### src/sle_pkg.sv
// ----------------------------------------------------------------------------
// sle_pkg
// Shared types, character codes and the overflow warning text for the
// serial line editor.
// ----------------------------------------------------------------------------
package sle_pkg;

  localparam int BYTE_W      = 8;
  localparam int LEN_W       = 6;
  localparam int MAX_RESULTS = 64;
  localparam int CNT_W       = $clog2(MAX_RESULTS);
  localparam int WARN_LEN    = 17;

  // result kinds
  localparam logic [1:0] KIND_ECHO = 2'd0;
  localparam logic [1:0] KIND_LINE = 2'd1;
  localparam logic [1:0] KIND_DONE = 2'd2;
  localparam logic [1:0] KIND_OVER = 2'd3;

  // character codes
  localparam logic [BYTE_W-1:0] CH_LF       = 8'd10;
  localparam logic [BYTE_W-1:0] CH_CR       = 8'd13;
  localparam logic [BYTE_W-1:0] CH_ESC      = 8'd27;
  localparam logic [BYTE_W-1:0] CH_LBRACKET = 8'h5B;
  localparam logic [BYTE_W-1:0] CH_UPPER_A  = 8'h41;
  localparam logic [BYTE_W-1:0] CH_DEL      = 8'd127;

  // one result request
  typedef struct packed {
    logic [1:0]        kind;
    logic [BYTE_W-1:0] byte_value;
    logic [LEN_W-1:0]  line_length;
    logic              last;
  } result_t;

  // line store access from the sequencer
  typedef struct packed {
    logic              we;
    logic [LEN_W-1:0]  waddr;
    logic [BYTE_W-1:0] wdata;
    logic [LEN_W-1:0]  raddr;
  } mem_req_t;

  // "Buffer Exceeded\r\n"
  function automatic logic [BYTE_W-1:0] warn_char(input logic [4:0] i);
    logic [BYTE_W-1:0] c;
    case (i)
      5'd0:    c = 8'h42;
      5'd1:    c = 8'h75;
      5'd2:    c = 8'h66;
      5'd3:    c = 8'h66;
      5'd4:    c = 8'h65;
      5'd5:    c = 8'h72;
      5'd6:    c = 8'h20;
      5'd7:    c = 8'h45;
      5'd8:    c = 8'h78;
      5'd9:    c = 8'h63;
      5'd10:   c = 8'h65;
      5'd11:   c = 8'h65;
      5'd12:   c = 8'h64;
      5'd13:   c = 8'h65;
      5'd14:   c = 8'h64;
      5'd15:   c = CH_CR;
      5'd16:   c = CH_LF;
      default: c = 8'h00;
    endcase
    return c;
  endfunction

endpackage

### src/sle_ram.sv
// ----------------------------------------------------------------------------
// sle_ram
// Generic single write port, single read port RAM with registered read data.
// ----------------------------------------------------------------------------
module sle_ram #(
  parameter int WIDTH = 8,
  parameter int DEPTH = 64
) (
  input  logic                     clk,
  input  logic                     we,
  input  logic [$clog2(DEPTH)-1:0] waddr,
  input  logic [WIDTH-1:0]         wdata,
  input  logic [$clog2(DEPTH)-1:0] raddr,
  output logic [WIDTH-1:0]         rdata
);

  logic [WIDTH-1:0] mem [DEPTH];

  // write port and registered read
  always_ff @(posedge clk) begin
    if (we) begin
      mem[waddr] <= wdata;
    end
    rdata <= mem[raddr];
  end

endmodule

### src/sle_out.sv
// ----------------------------------------------------------------------------
// sle_out
// Output register stage: holds one result request until the consumer takes it.
// ----------------------------------------------------------------------------
module sle_out import sle_pkg::*; (
  input  logic    clk,
  input  logic    rst,
  input  logic    push,
  input  result_t res_in,
  output logic    space,
  output logic    out_valid,
  input  logic    out_stall,
  output result_t res_out
);

  logic    valid;
  result_t data;

  // room when empty or when the held request leaves this cycle
  assign space     = !valid || !out_stall;
  assign out_valid = valid;
  assign res_out   = data;

  // valid flag
  always_ff @(posedge clk) begin
    if (rst) begin
      valid <= 1'b0;
    end else if (space) begin
      valid <= push;
    end
  end

  // payload
  always_ff @(posedge clk) begin
    if (space && push) begin
      data <= res_in;
    end
  end

endmodule

### src/sle_ctrl.sv
// ----------------------------------------------------------------------------
// sle_ctrl
// Sequencer of the line editor: decodes each received byte, keeps the line
// state and steps a shared index counter over the line store or the warning
// text, one result request per cycle while the output register has room.
// ----------------------------------------------------------------------------
module sle_ctrl import sle_pkg::*; #(
  parameter int LINE_STORE = 64
) (
  input  logic              clk,
  input  logic              rst,
  input  logic [LEN_W-1:0]  limit,
  input  logic              in_valid,
  output logic              in_stall,
  input  logic [BYTE_W-1:0] rx_byte,
  input  logic              space,
  output logic              push,
  output result_t           res,
  output mem_req_t          mem,
  input  logic [BYTE_W-1:0] rd_data
);

  localparam logic [LEN_W:0]   STORE_EXT = (LEN_W+1)'(LINE_STORE);
  localparam logic [LEN_W-1:0] STORE_M1  = LEN_W'(LINE_STORE - 1);
  localparam logic [CNT_W-1:0] CNT_LAST  = CNT_W'(MAX_RESULTS - 1);
  localparam logic [LEN_W-1:0] WARN_END  = LEN_W'(WARN_LEN - 1);

  typedef enum logic [8:0] {
    S_IDLE   = 9'b000000001,
    S_ECHO   = 9'b000000010,
    S_CR     = 9'b000000100,
    S_LF     = 9'b000001000,
    S_LINE   = 9'b000010000,
    S_DONE   = 9'b000100000,
    S_RECALL = 9'b001000000,
    S_WARN   = 9'b010000000,
    S_OVER   = 9'b100000000
  } state_t;

  typedef enum logic [2:0] {
    ESC_NONE   = 3'b001,
    ESC_FIRST  = 3'b010,
    ESC_SECOND = 3'b100
  } esc_t;

  state_t            state, state_next;
  esc_t              escape_phase, escape_phase_next;
  logic [BYTE_W-1:0] escape_first, escape_first_next;
  logic [LEN_W-1:0]  position, position_next;
  logic [LEN_W-1:0]  recall_length, recall_length_next;
  logic [LEN_W-1:0]  idx, idx_next;
  logic [LEN_W-1:0]  end_cnt, end_cnt_next;
  logic [BYTE_W-1:0] echo_byte, echo_byte_next;
  logic              ovf_pend, ovf_pend_next;
  logic [CNT_W-1:0]  cnt, cnt_next;

  logic              accept;
  logic [LEN_W:0]    limit_ext;
  logic [LEN_W-1:0]  lim_m1;
  logic [LEN_W-1:0]  pos_inc;
  logic [LEN_W-1:0]  idx_inc;
  logic              at_end;
  logic              final_nat;

  assign in_stall = (state != S_IDLE);
  assign accept   = in_valid && (state == S_IDLE);
  assign pos_inc  = position + LEN_W'(1);
  assign idx_inc  = idx + LEN_W'(1);
  assign at_end   = (idx_inc == end_cnt);

  // overflow threshold: clamped limit minus one
  always_comb begin
    limit_ext = {1'b0, limit};
    if (limit_ext < (LEN_W+1)'(2)) begin
      lim_m1 = LEN_W'(1);
    end else if (limit_ext > STORE_EXT) begin
      lim_m1 = STORE_M1;
    end else begin
      lim_m1 = limit - LEN_W'(1);
    end
  end

  // result of the current state
  always_comb begin
    res.kind        = KIND_ECHO;
    res.byte_value  = '0;
    res.line_length = '0;
    final_nat       = 1'b0;
    case (state)
      S_ECHO: begin
        res.byte_value = echo_byte;
        final_nat      = !ovf_pend;
      end
      S_CR: begin
        res.byte_value = CH_CR;
      end
      S_LF: begin
        res.byte_value = CH_LF;
      end
      S_LINE: begin
        res.kind       = KIND_LINE;
        res.byte_value = rd_data;
      end
      S_DONE: begin
        res.kind        = KIND_DONE;
        res.line_length = end_cnt;
        final_nat       = 1'b1;
      end
      S_RECALL: begin
        res.byte_value = rd_data;
        final_nat      = at_end;
      end
      S_WARN: begin
        res.byte_value = warn_char(idx[4:0]);
      end
      S_OVER: begin
        res.kind  = KIND_OVER;
        final_nat = 1'b1;
      end
      default: begin
        res.kind = KIND_ECHO;
      end
    endcase
    // the result count per byte is capped
    res.last = final_nat || (cnt == CNT_LAST);
  end

  assign push = (state != S_IDLE) && space;

  // byte decode and sequencing
  always_comb begin
    state_next         = state;
    escape_phase_next  = escape_phase;
    escape_first_next  = escape_first;
    position_next      = position;
    recall_length_next = recall_length;
    idx_next           = idx;
    end_cnt_next       = end_cnt;
    echo_byte_next     = echo_byte;
    ovf_pend_next      = ovf_pend;
    cnt_next           = cnt;
    mem.we             = 1'b0;
    mem.waddr          = position;
    mem.wdata          = rx_byte;

    if (accept) begin
      idx_next = '0;
      cnt_next = '0;
      case (escape_phase)
        ESC_FIRST: begin
          escape_first_next = rx_byte;
          escape_phase_next = ESC_SECOND;
        end
        ESC_SECOND: begin
          escape_phase_next = ESC_NONE;
          if (position == '0 && escape_first == CH_LBRACKET && rx_byte == CH_UPPER_A) begin
            if (recall_length >= lim_m1) begin
              state_next = S_WARN;
            end else if (recall_length != '0) begin
              state_next    = S_RECALL;
              end_cnt_next  = recall_length;
              position_next = recall_length;
            end
          end
        end
        default: begin
          if (rx_byte == CH_ESC) begin
            escape_phase_next = ESC_FIRST;
          end else if (rx_byte inside {CH_CR, CH_LF}) begin
            state_next         = S_CR;
            end_cnt_next       = position;
            recall_length_next = position;
            position_next      = '0;
          end else if (rx_byte == CH_DEL) begin
            if (position != '0) begin
              position_next  = position - LEN_W'(1);
              echo_byte_next = CH_DEL;
              ovf_pend_next  = 1'b0;
              state_next     = S_ECHO;
            end
          end else begin
            mem.we         = 1'b1;
            echo_byte_next = rx_byte;
            state_next     = S_ECHO;
            if (pos_inc >= lim_m1) begin
              ovf_pend_next = 1'b1;
              position_next = '0;
            end else begin
              ovf_pend_next = 1'b0;
              position_next = pos_inc;
            end
          end
        end
      endcase
    end

    if (push) begin
      cnt_next = cnt + CNT_W'(1);
      if (res.last) begin
        state_next = S_IDLE;
        idx_next   = '0;
      end else begin
        case (state)
          S_ECHO: begin
            state_next = S_WARN;
            idx_next   = '0;
          end
          S_CR: begin
            state_next = S_LF;
          end
          S_LF: begin
            state_next = (end_cnt == '0) ? S_DONE : S_LINE;
            idx_next   = '0;
          end
          S_LINE: begin
            if (at_end) begin
              state_next = S_DONE;
            end else begin
              idx_next = idx_inc;
            end
          end
          S_RECALL: begin
            idx_next = idx_inc;
          end
          S_WARN: begin
            if (idx == WARN_END) begin
              state_next = S_OVER;
            end else begin
              idx_next = idx_inc;
            end
          end
          default: begin
            state_next = S_IDLE;
            idx_next   = '0;
          end
        endcase
      end
    end

    // store is read ahead at the index of the next cycle
    mem.raddr = idx_next;
  end

  // control state
  always_ff @(posedge clk) begin
    if (rst) begin
      state         <= S_IDLE;
      escape_phase  <= ESC_NONE;
      escape_first  <= '0;
      position      <= '0;
      recall_length <= '0;
      idx           <= '0;
      end_cnt       <= '0;
      ovf_pend      <= 1'b0;
      cnt           <= '0;
    end else begin
      state         <= state_next;
      escape_phase  <= escape_phase_next;
      escape_first  <= escape_first_next;
      position      <= position_next;
      recall_length <= recall_length_next;
      idx           <= idx_next;
      end_cnt       <= end_cnt_next;
      ovf_pend      <= ovf_pend_next;
      cnt           <= cnt_next;
    end
  end

  // echoed byte
  always_ff @(posedge clk) begin
    echo_byte <= echo_byte_next;
  end

  // last request of a byte returns the sequencer to idle
  a_last_idle: assert property (@(posedge clk) disable iff (rst)
    push && res.last |=> state == S_IDLE)
    else $error("sequencer busy after last request");

  // without a push a busy sequencer holds its place
  a_hold: assert property (@(posedge clk) disable iff (rst)
    (state != S_IDLE) && !push |=> state == $past(state) && idx == $past(idx))
    else $error("sequencer moved without a push");

  // store index stays inside the line being read
  a_bound: assert property (@(posedge clk) disable iff (rst)
    (state == S_LINE || state == S_RECALL) |-> idx < end_cnt)
    else $error("store index past line end");

  // the capped request closes the byte
  a_cap: assert property (@(posedge clk) disable iff (rst)
    push && cnt == CNT_LAST |-> res.last)
    else $error("result cap not marked last");

endmodule

### src/serial_line_editor.sv
// ----------------------------------------------------------------------------
// serial_line_editor
// Line editor for a serial terminal: echo, delete, escape swallowing, recall
// of the last line, commit of the line to a consumer and overflow warning.
// ----------------------------------------------------------------------------
//
//   channel   direction   handshake              payload
//   cfg       in          cfg_valid / cfg_ready  line_limit
//   in        in          in_valid / in_stall    rx_byte
//   out       out         out_valid / out_stall  kind, byte_value, line_length, last
//
// A byte is taken while in_stall is low; the sequencer then yields one result
// request per cycle while the output register has room: 0 or 1 for escape bytes
// and DEL, 1 or 19 for a stored byte, up to 64 for a commit (line length plus 3)
// and up to 61 for a recall. in_stall stays high until the last request of a
// byte has entered the output register; out_stall only holds the sequencer in place.
// Reset is synchronous; the line store is not cleared.
module serial_line_editor import sle_pkg::*; #(
  parameter int LINE_STORE = 64
) (
  input  logic              clk,
  input  logic              rst,
  input  logic              cfg_valid,
  output logic              cfg_ready,
  input  logic [LEN_W-1:0]  line_limit,
  input  logic              in_valid,
  output logic              in_stall,
  input  logic [BYTE_W-1:0] rx_byte,
  output logic              out_valid,
  input  logic              out_stall,
  output logic [1:0]        kind,
  output logic [BYTE_W-1:0] byte_value,
  output logic [LEN_W-1:0]  line_length,
  output logic              last
);

  localparam int AW = $clog2(LINE_STORE);

  logic [LEN_W-1:0]  limit;
  logic              space;
  logic              push;
  result_t           res;
  result_t           res_out;
  mem_req_t          mem;
  logic [BYTE_W-1:0] rd_data;

  // line limit register
  assign cfg_ready = 1'b1;

  always_ff @(posedge clk) begin
    if (rst) begin
      limit <= LEN_W'(63);
    end else if (cfg_valid && cfg_ready) begin
      limit <= line_limit;
    end
  end

  // sequencer
  sle_ctrl #(
    .LINE_STORE (LINE_STORE)
  ) u_ctrl (
    .clk      (clk),
    .rst      (rst),
    .limit    (limit),
    .in_valid (in_valid),
    .in_stall (in_stall),
    .rx_byte  (rx_byte),
    .space    (space),
    .push     (push),
    .res      (res),
    .mem      (mem),
    .rd_data  (rd_data)
  );

  // line store
  sle_ram #(
    .WIDTH (BYTE_W),
    .DEPTH (LINE_STORE)
  ) u_store (
    .clk   (clk),
    .we    (mem.we),
    .waddr (mem.waddr[AW-1:0]),
    .wdata (mem.wdata),
    .raddr (mem.raddr[AW-1:0]),
    .rdata (rd_data)
  );

  // output register
  sle_out u_out (
    .clk       (clk),
    .rst       (rst),
    .push      (push),
    .res_in    (res),
    .space     (space),
    .out_valid (out_valid),
    .out_stall (out_stall),
    .res_out   (res_out)
  );

  assign kind        = res_out.kind;
  assign byte_value  = res_out.byte_value;
  assign line_length = res_out.line_length;
  assign last        = res_out.last;

endmodule

### config.mk
export PLATFORM = sky130hd
export DESIGN_NAME = serial_line_editor
export DESIGN_NICKNAME = d
export VERILOG_FILES = /design/src/sle_pkg.sv /design/src/sle_ram.sv /design/src/sle_out.sv /design/src/sle_ctrl.sv /design/src/serial_line_editor.sv
export SDC_FILE = /design/constraint.sdc
export NUM_CORES = 1
export LEC_CHECK = 0
export ABC_AREA = 1
export BUFFER_PORTS_ARGS = -buffer_cell sky130_fd_sc_hd__buf_2
export CORE_MARGIN = 5
export CORE_UTILIZATION = 35
export CTS_CLUSTER_DIAMETER = 60
export DETAILED_ROUTE_END_ITERATION = 8
export PLACE_DENSITY = 0.54
export SYNTH_ARGS = -nofsm -noshare
export SYNTH_HDL_FRONTEND = slang
export SYNTH_SLANG_ARGS = --single-unit
### constraint.sdc
create_clock -name clk -period 4.56 [get_ports clk]
set_input_delay 0.684 -clock clk [delete_from_list [all_inputs] [get_ports clk]]
set_output_delay 0.684 -clock clk [all_outputs]
set_load 0.01 [all_outputs]
== After elaboration in Yosys (flattened, before gate mapping) ==
Memories as Yosys holds them, arrays and structs flattened. A register that Yosys moved wholly into a read port is not among the register bits.
Index checks and enable logic that the tools add are counted.
W data, S select, Z words.
Storage, ports and cells
  output and inout bits: 20
  bits in read-only memories: 224
  word-level logic and storage cells: 140
  bits of input ports: 19
  RAM bits: 512
  register bits after elaboration: 83
  memories kept: 2
Memories
  u_store.mem: words 64, width 8, read ports 1, clocked after Yosys merged registers in 1, wr ports 1, RTL line sle_ram.sv:17  | logic [WIDTH-1:0] mem [DEPTH];
  (name not given): words 32, width 7, read ports 1, clocked after Yosys merged registers in 1, wr ports 0, RTL line sle_pkg.sv:47  | case (i)
Cells by class
  muxes and demuxes: 55
  $add $sub $neg: 5
  reductions and logical operators: 27
  $lt $le $gt $ge: 4
  equal/unequal tests: 27
  bitwise operators: 4
Operators with widths (count)
  $mux W6: 20
  $mux W9: 12
  $pmux W9 S6: 1
  $pmux W8 S5: 1
  $eq A8 B7 Y1 const B: 3
  $pmux W6 S2: 2
  $pmux W6 S4: 1
  $add A6 B1 Y6 const B: 3
  $pmux W9 S2: 1
  $eq A8 B4 Y1 const B: 2
  $mux W8: 2
  $reduce_and A7 Y1: 2
  $ge A6 B6 Y1: 2
  $logic_not A6 Y1: 2
  $reduce_bool A6 Y1: 2
  $sub A6 B1 Y6 const B: 2
  $mux W1: 10
  $eq A9 B1 Y1 const B: 1
  $eq A9 B2 Y1 const B: 1
  $eq A9 B3 Y1 const B: 1
  $eq A9 B4 Y1 const B: 1
  $eq A9 B5 Y1 const B: 1
  $eq A9 B6 Y1 const B: 1
  $eq A9 B7 Y1 const B: 1
  29 further kinds: 47

== Logic depth before layout (Yosys ltp) ==
  depth in word-level cells: 12
  gate-level depth with buffers: 26

== Hierarchy ==
From an unflattened synthesis, not the netlist that was laid out.
Unflattened totals
  cells, all modules: 2567
  area total of the unflattened synthesis: 26835.7 um^2
Modules (own cells, without submodules)
  sle_ram: times used 1, area each 21339.2 um^2, cells each 1805
  sle_ctrl: times used 1, area each 4728.3 um^2, cells each 712
  sle_out: times used 1, area each 554.3 um^2, cells each 22
  serial_line_editor: times used 1, area each 214.0 um^2, cells each 28

== Worst setup path before layout ==
No wires, ideal clock.
  path type: input-to-reg
  start point: input out_stall
  end point: register with a tool-made name
  arrival: 2.880 ns
  slack: 1.610 ns
  stages: 18
  path buffers: 2
  required time: 4.490 ns
  setup time: 0.070 ns
  cell sequence: nand2_1 > nand2_1 > inv_2 > o21ai_1 > nor2_4 > nand2_1 > nand2_2 > inv_2 > buf_2 > buf_2 > nor2_1 > inv_1 > ha_1 > nand2_1 > clkinv_1 > nor2_1 > o21ai_0 > a21oi_1
RTL lines
  from (decl): RTL line serial_line_editor.sv:30  | input logic out_stall,

== Worst setup path in the final report ==
  start point: register u_ctrl.idx[0]
  end point: register u_store.rdata[5], read port of u_store.mem
Between the ends
  cells in the longest elaborated chain, start to end: 6
  elaborated cells between the ends (all ways): 11
  classes of those cells: add/sub (1); eq/ne (2); mux (7); reduce/logical (1)
RTL lines
  from (decl): RTL line sle_ctrl.sv:51  | logic [LEN_W-1:0] idx, idx_next;
  from (signal assigned): RTL line sle_ctrl.sv:262  | idx <= idx_next;
  $add A6 B1 Y6: RTL line sle_ctrl.sv:68  | assign idx_inc = idx + LEN_W'(1);
  $eq A6 B6 Y1: RTL line sle_ctrl.sv:69  | assign at_end = (idx_inc == end_cnt);
  $mux W6 / $pmux W1 S3 (equally long branches): RTL line sle_ctrl.sv:216, sle_ctrl.sv:89
  $pmux W6 S4 / $logic_or A1 B1 Y1 (equally long branches): RTL line sle_ctrl.sv:203, sle_ctrl.sv:125
  $mux W6: RTL line sle_ctrl.sv:199  | if (res.last) begin
  $mux W6 *: RTL line sle_ctrl.sv:197  | if (push) begin
  to (decl): RTL line sle_ram.sv:14  | output logic [WIDTH-1:0] rdata
Mark *: on every way between the ends. The rest lies on a longest branch, timed or not.
A chain may end at the register's enable or synchronous reset.

==> metrics.yaml <==
run_status:
  status: "finished, final reports clean"
logic_synthesis:
  async_reset_ff_share_pct: 0
  synthMuxAreaShare_pct: 0
  synthCells: 2778
  synth_top_area_share_pct: 58.2
  synth_cell_type_count: 47
  synth_compound_area_share_pct: 2.98
  synth_ff_type: "edfxtp_1"
  synth_top_family_by_area: "simple AND/OR/NAND/NOR gates"
  synth-simple-area-share_pct: 25.4
  syn-mean-instance-area_um2: 9.98
  netlist_area_um2: 27700
  yosysTopAreaCell: "edfxtp_1"
  ys_warn_count: 0
  ys_seq_area_share_pct: 63.5
  ys_ff_latch: 610
  synth-adder-area-share_pct: 1.04
  yosys.area_share.xor_xnor_pct: 0.0632
  synth_edf_count: 537
  syn-num-nets: 2820
  synth_area_leaders: "edfxtp_1, nand3_1, nand2_1"
clock_network:
  clk_pin_slew_worst_paths_ps: 60
  cts_tree: "done"
  insertion_delay_ps: 610
  htree_num_levels: 3
  cts_sinks: 610
  clockBufferDepth: 3
  cts_hold_buf: 0
  cts-root-buf: "clkbuf_16"
  ctsResizeCount: 0
  cts_buffers: 70
  post_cts_buffers: 0
layout:
  final_area_um2: 31200
  fillers: 7556
  layout-drive-gt1-share_pct: 7.93
  multi_input_area_um2: 8200
  fin_nets: 2811
  num_antenna_cells: 0
  area_growth_pct: 12.4
  fin_cells: 3875
  seq_area_um2: 17600
  finish.utilization_pct: 39.6
sta:
  max_freq_mhz: 253
  holdWs_ps: 296
  tightest_slew_ps: 1180
  finalHoldViolCount: 0
  setup_slack_ps: 615
  finalCritPeriodShare_pct: 86.5
  slew_headroom_pct: 20.8
  rsz0062_at_grt: "no"
  maxSlewViolCount: 0
  finalSetupViolations: 0
  timing.setup.tns_ps: 0
  worst_clock_skew_ps: 23.5
  period_needed_ps: 3950
critical_path:
  cp_slowest_cell: "inv_4"
  worst_r2r_endpoint: "u_store.rdata[5]"
  arrival_ps: 4500
  r2r_setup_slack_ps: 610
  crit_top_cell: "nand2_1"
  rr_startpoint: "u_ctrl.idx[0]"
  reg2regPathDepth: 23
  cp_cell_sequence: "inv_2, ha_1, inv_1, nand2_1, nand2_1, nor2_1, nand3_1, nor2_2, nand2_1, nand2_1, nand2_2, nand2_1, nand3_1, nand2_1, nand2_4, inv_4, buf_4, nand2_1, nand3_1, nand3_1, nand3_1, nand3_1, nand2_1"
  worstPathMaxFanout: 52
  crit_path_start_kind: "flop"
  critPathKind: "flop to flop"
  required_ps: 5120
  cp_slowest_stage_delay_ps: 570
  cp-end-kind: "flop"
grt:
  use_met2_pct: 29.9
  grt_pass1_vias: 19800
  grtUsageMet1_pct: 26.5
  antenna_found_initial: 5
  busiest_layer: "met2"
  grt.met3_usage_pct: 3.26
  grt_first_pass_wirelength_um: 124000
  grt_max_degree: 139
  grt.overflow.total: 0
  grt_usage_pct: 18.8
routing:
  wl_per_cell_um: 21.1
  drt_iter0_drc: 2197
  vias: 20300
  drt_first_pass_iters: 6
  drtAntennaViolNets: 0
  totalWireLength_um: 81800
  viasPerCell: 5.23
  route.detailed.drc: 0
placed_design:
  dpl.hpwl_um: 50300
  globalplace.congestion: 0.918
  place_area_um2: 28900
  dp_cells: 3747
  io_buffers: 37
  pre_cts_ws_ps: 662
worst_hold_path:
  worstHoldEndpoint: "limit[5]"
  hold_class: "input pin to flop"
  hold_start: "line_limit[5]"
  hold_depth: 3
power:
  finalPower_mw: 13.2
  p_leak_nw: 12.0
  ir_worst_vdd_mv: 0.252
  powerDensity_nw_per_um2: 423
floorplanning:
  die_w_um: 291
  fp.dieH_um: 291
  core_um2: 78700
  start_util_pct: 35.2
  rows: 103
  io_pins: 39
  die_area_um2: 84900
job:
  drv_cap: 0
==> registers in the layout (all words and copies together), names as in the netlist, named ones only <==
register,cells
u_ctrl.escape_phase,3
u_ctrl.escape_first,8
limit,6
u_ctrl.state,9
u_store.rdata,8
u_ctrl.ovf_pend,1
u_ctrl.end_cnt,6
u_out.out_valid,1
u_ctrl.recall_length,6
u_out.res_out,17
u_ctrl.echo_byte,8
u_ctrl.idx,6
u_ctrl.cnt,6
u_store.mem,512
u_ctrl.position,6
==> metal layers <==
metal	routed length, um	share of wire, %	vias to the layer above
met5	27	0.033	-
met4	2420	3.0	4
met3	5860	7.2	142
met2	37700	46	735
met1	35800	44	9937
li1	-	-	9455
==> critical path: cells and delay by family (launching register included) <==
| family | cells | cell delay (ps) |
|---|---|---|
| adder cells (fa/ha/maj) | 1 | 320 |
| flip-flops | 1 | 430 |
| buffers and inverters | 4 | 1150 |
| AND/OR/NAND/NOR | 18 | 1980 |
==> final cells by class <==
type                       instances  share of cell area [%]
sequential                       610                    56.4
multi-input combinational       1709                    26.3
clock buffer                      95                    6.36
tap                             1050                    4.22
inverter                         297                    3.59
timing repair buffer              81                    2.06
clock inverter                    33                    1.03
==> where the power goes <==
part           switching, mW  internal (mW)
combinational          0.862          0.274
clock                   2.27           3.34
sequential             0.110           6.32
total                   3.24           9.93
==> cells by family (layout without fill, tap and decap cells) <==
| group | count (synthesis) | in the layout |
|---|---|---|
| buffers and inverters | 459 | 506 |
| XOR/XNOR | 2 | 2 |
| AND/OR/NAND/NOR | 1544 | 1544 |
| other | 1 | 1 |
| flip-flops | 610 | 610 |
| AO/OA/AOI/OAI | 139 | 139 |
| adder cells (fa/ha/maj) | 23 | 23 |
==> cell usage after synthesis (2+ instances only) <==
master     count
a22o_1         2
a221oi_1       3
a211oi_1       8
nor3_2         4
clkbuf_1      60
nand4_1       15
o22ai_1        2
nor2_1       145
o21ai_1        3
or2_2          4
buf_4         18
clkinv_1       7
dfxtp_1       73
inv_2         16
nor3_1        15
o21ai_0       47
o2111ai_1      2
buf_2         67
nand3_1      586
a22oi_1        5
xor2_1         2
ha_1          23
buf_6         11
edfxtp_1     537
o211ai_1       5
o21ai_2        3
nand2_1      665
o21a_1         3
nand3b_1      90
buf_1          5
a21oi_1       38
nor4_1         5
a31oi_1       12
inv_1        274
nand2_2        7
nand2_4        2
nor2_2         4
==> cell usage in the layout (no fill, tap or decap), drive strengths merged <==
| cell | netlist | layout |
|---|---|---|
| o22ai | 2 | 2 |
| o21ai | 53 | 53 |
| nand3 | 587 | 587 |
| o2111ai | 2 | 2 |
| dfxtp | 73 | 73 |
| clkbuf | 60 | 95 |
| edfxtp | 537 | 537 |
| a221oi | 3 | 3 |
| a22oi | 6 | 6 |
| conb | 1 | 1 |
| nand4 | 15 | 15 |
| o21a | 3 | 3 |
| inv | 290 | 292 |
| a31oi | 12 | 12 |
| xor2 | 2 | 2 |
| o211ai | 5 | 5 |
| clkinvlp | 0 | 3 |
| nor4 | 5 | 5 |
| nor3 | 19 | 19 |
| buf | 102 | 81 |
| a211oi | 8 | 8 |
| a22o | 2 | 2 |
| o31ai | 1 | 1 |
| o311ai | 1 | 1 |
| a21boi | 1 | 1 |
| nand2 | 674 | 674 |
| nor2 | 150 | 150 |
| nand3b | 90 | 90 |
| ha | 23 | 23 |
| or2 | 4 | 4 |
| o21bai | 1 | 1 |
| a21oi | 38 | 38 |
| clkinv | 7 | 30 |
| a311oi | 1 | 1 |
| bufinv | 0 | 5 |
==> how the worst max path moves through the flow <==
stage / slack, ps / endpoint / cells past startpoint / from
after global routing: 240 / u_store.rdata[5] / 22 / u_ctrl.idx[0]
after CTS: 650 / u_store.rdata[5] / 22 / u_ctrl.idx[0]
after detailed placement: 660 / u_store.rdata[0] / 22 / u_ctrl.idx[0]
after global placement: 640 / u_store.rdata[3] / 23 / u_ctrl.idx[0]
final: 610 / u_store.rdata[5] / 23 / u_ctrl.idx[0]
after floorplan: 1610 / flop / 18 / out_stall
No activity file was read; power rests on OpenSTA's default activity.
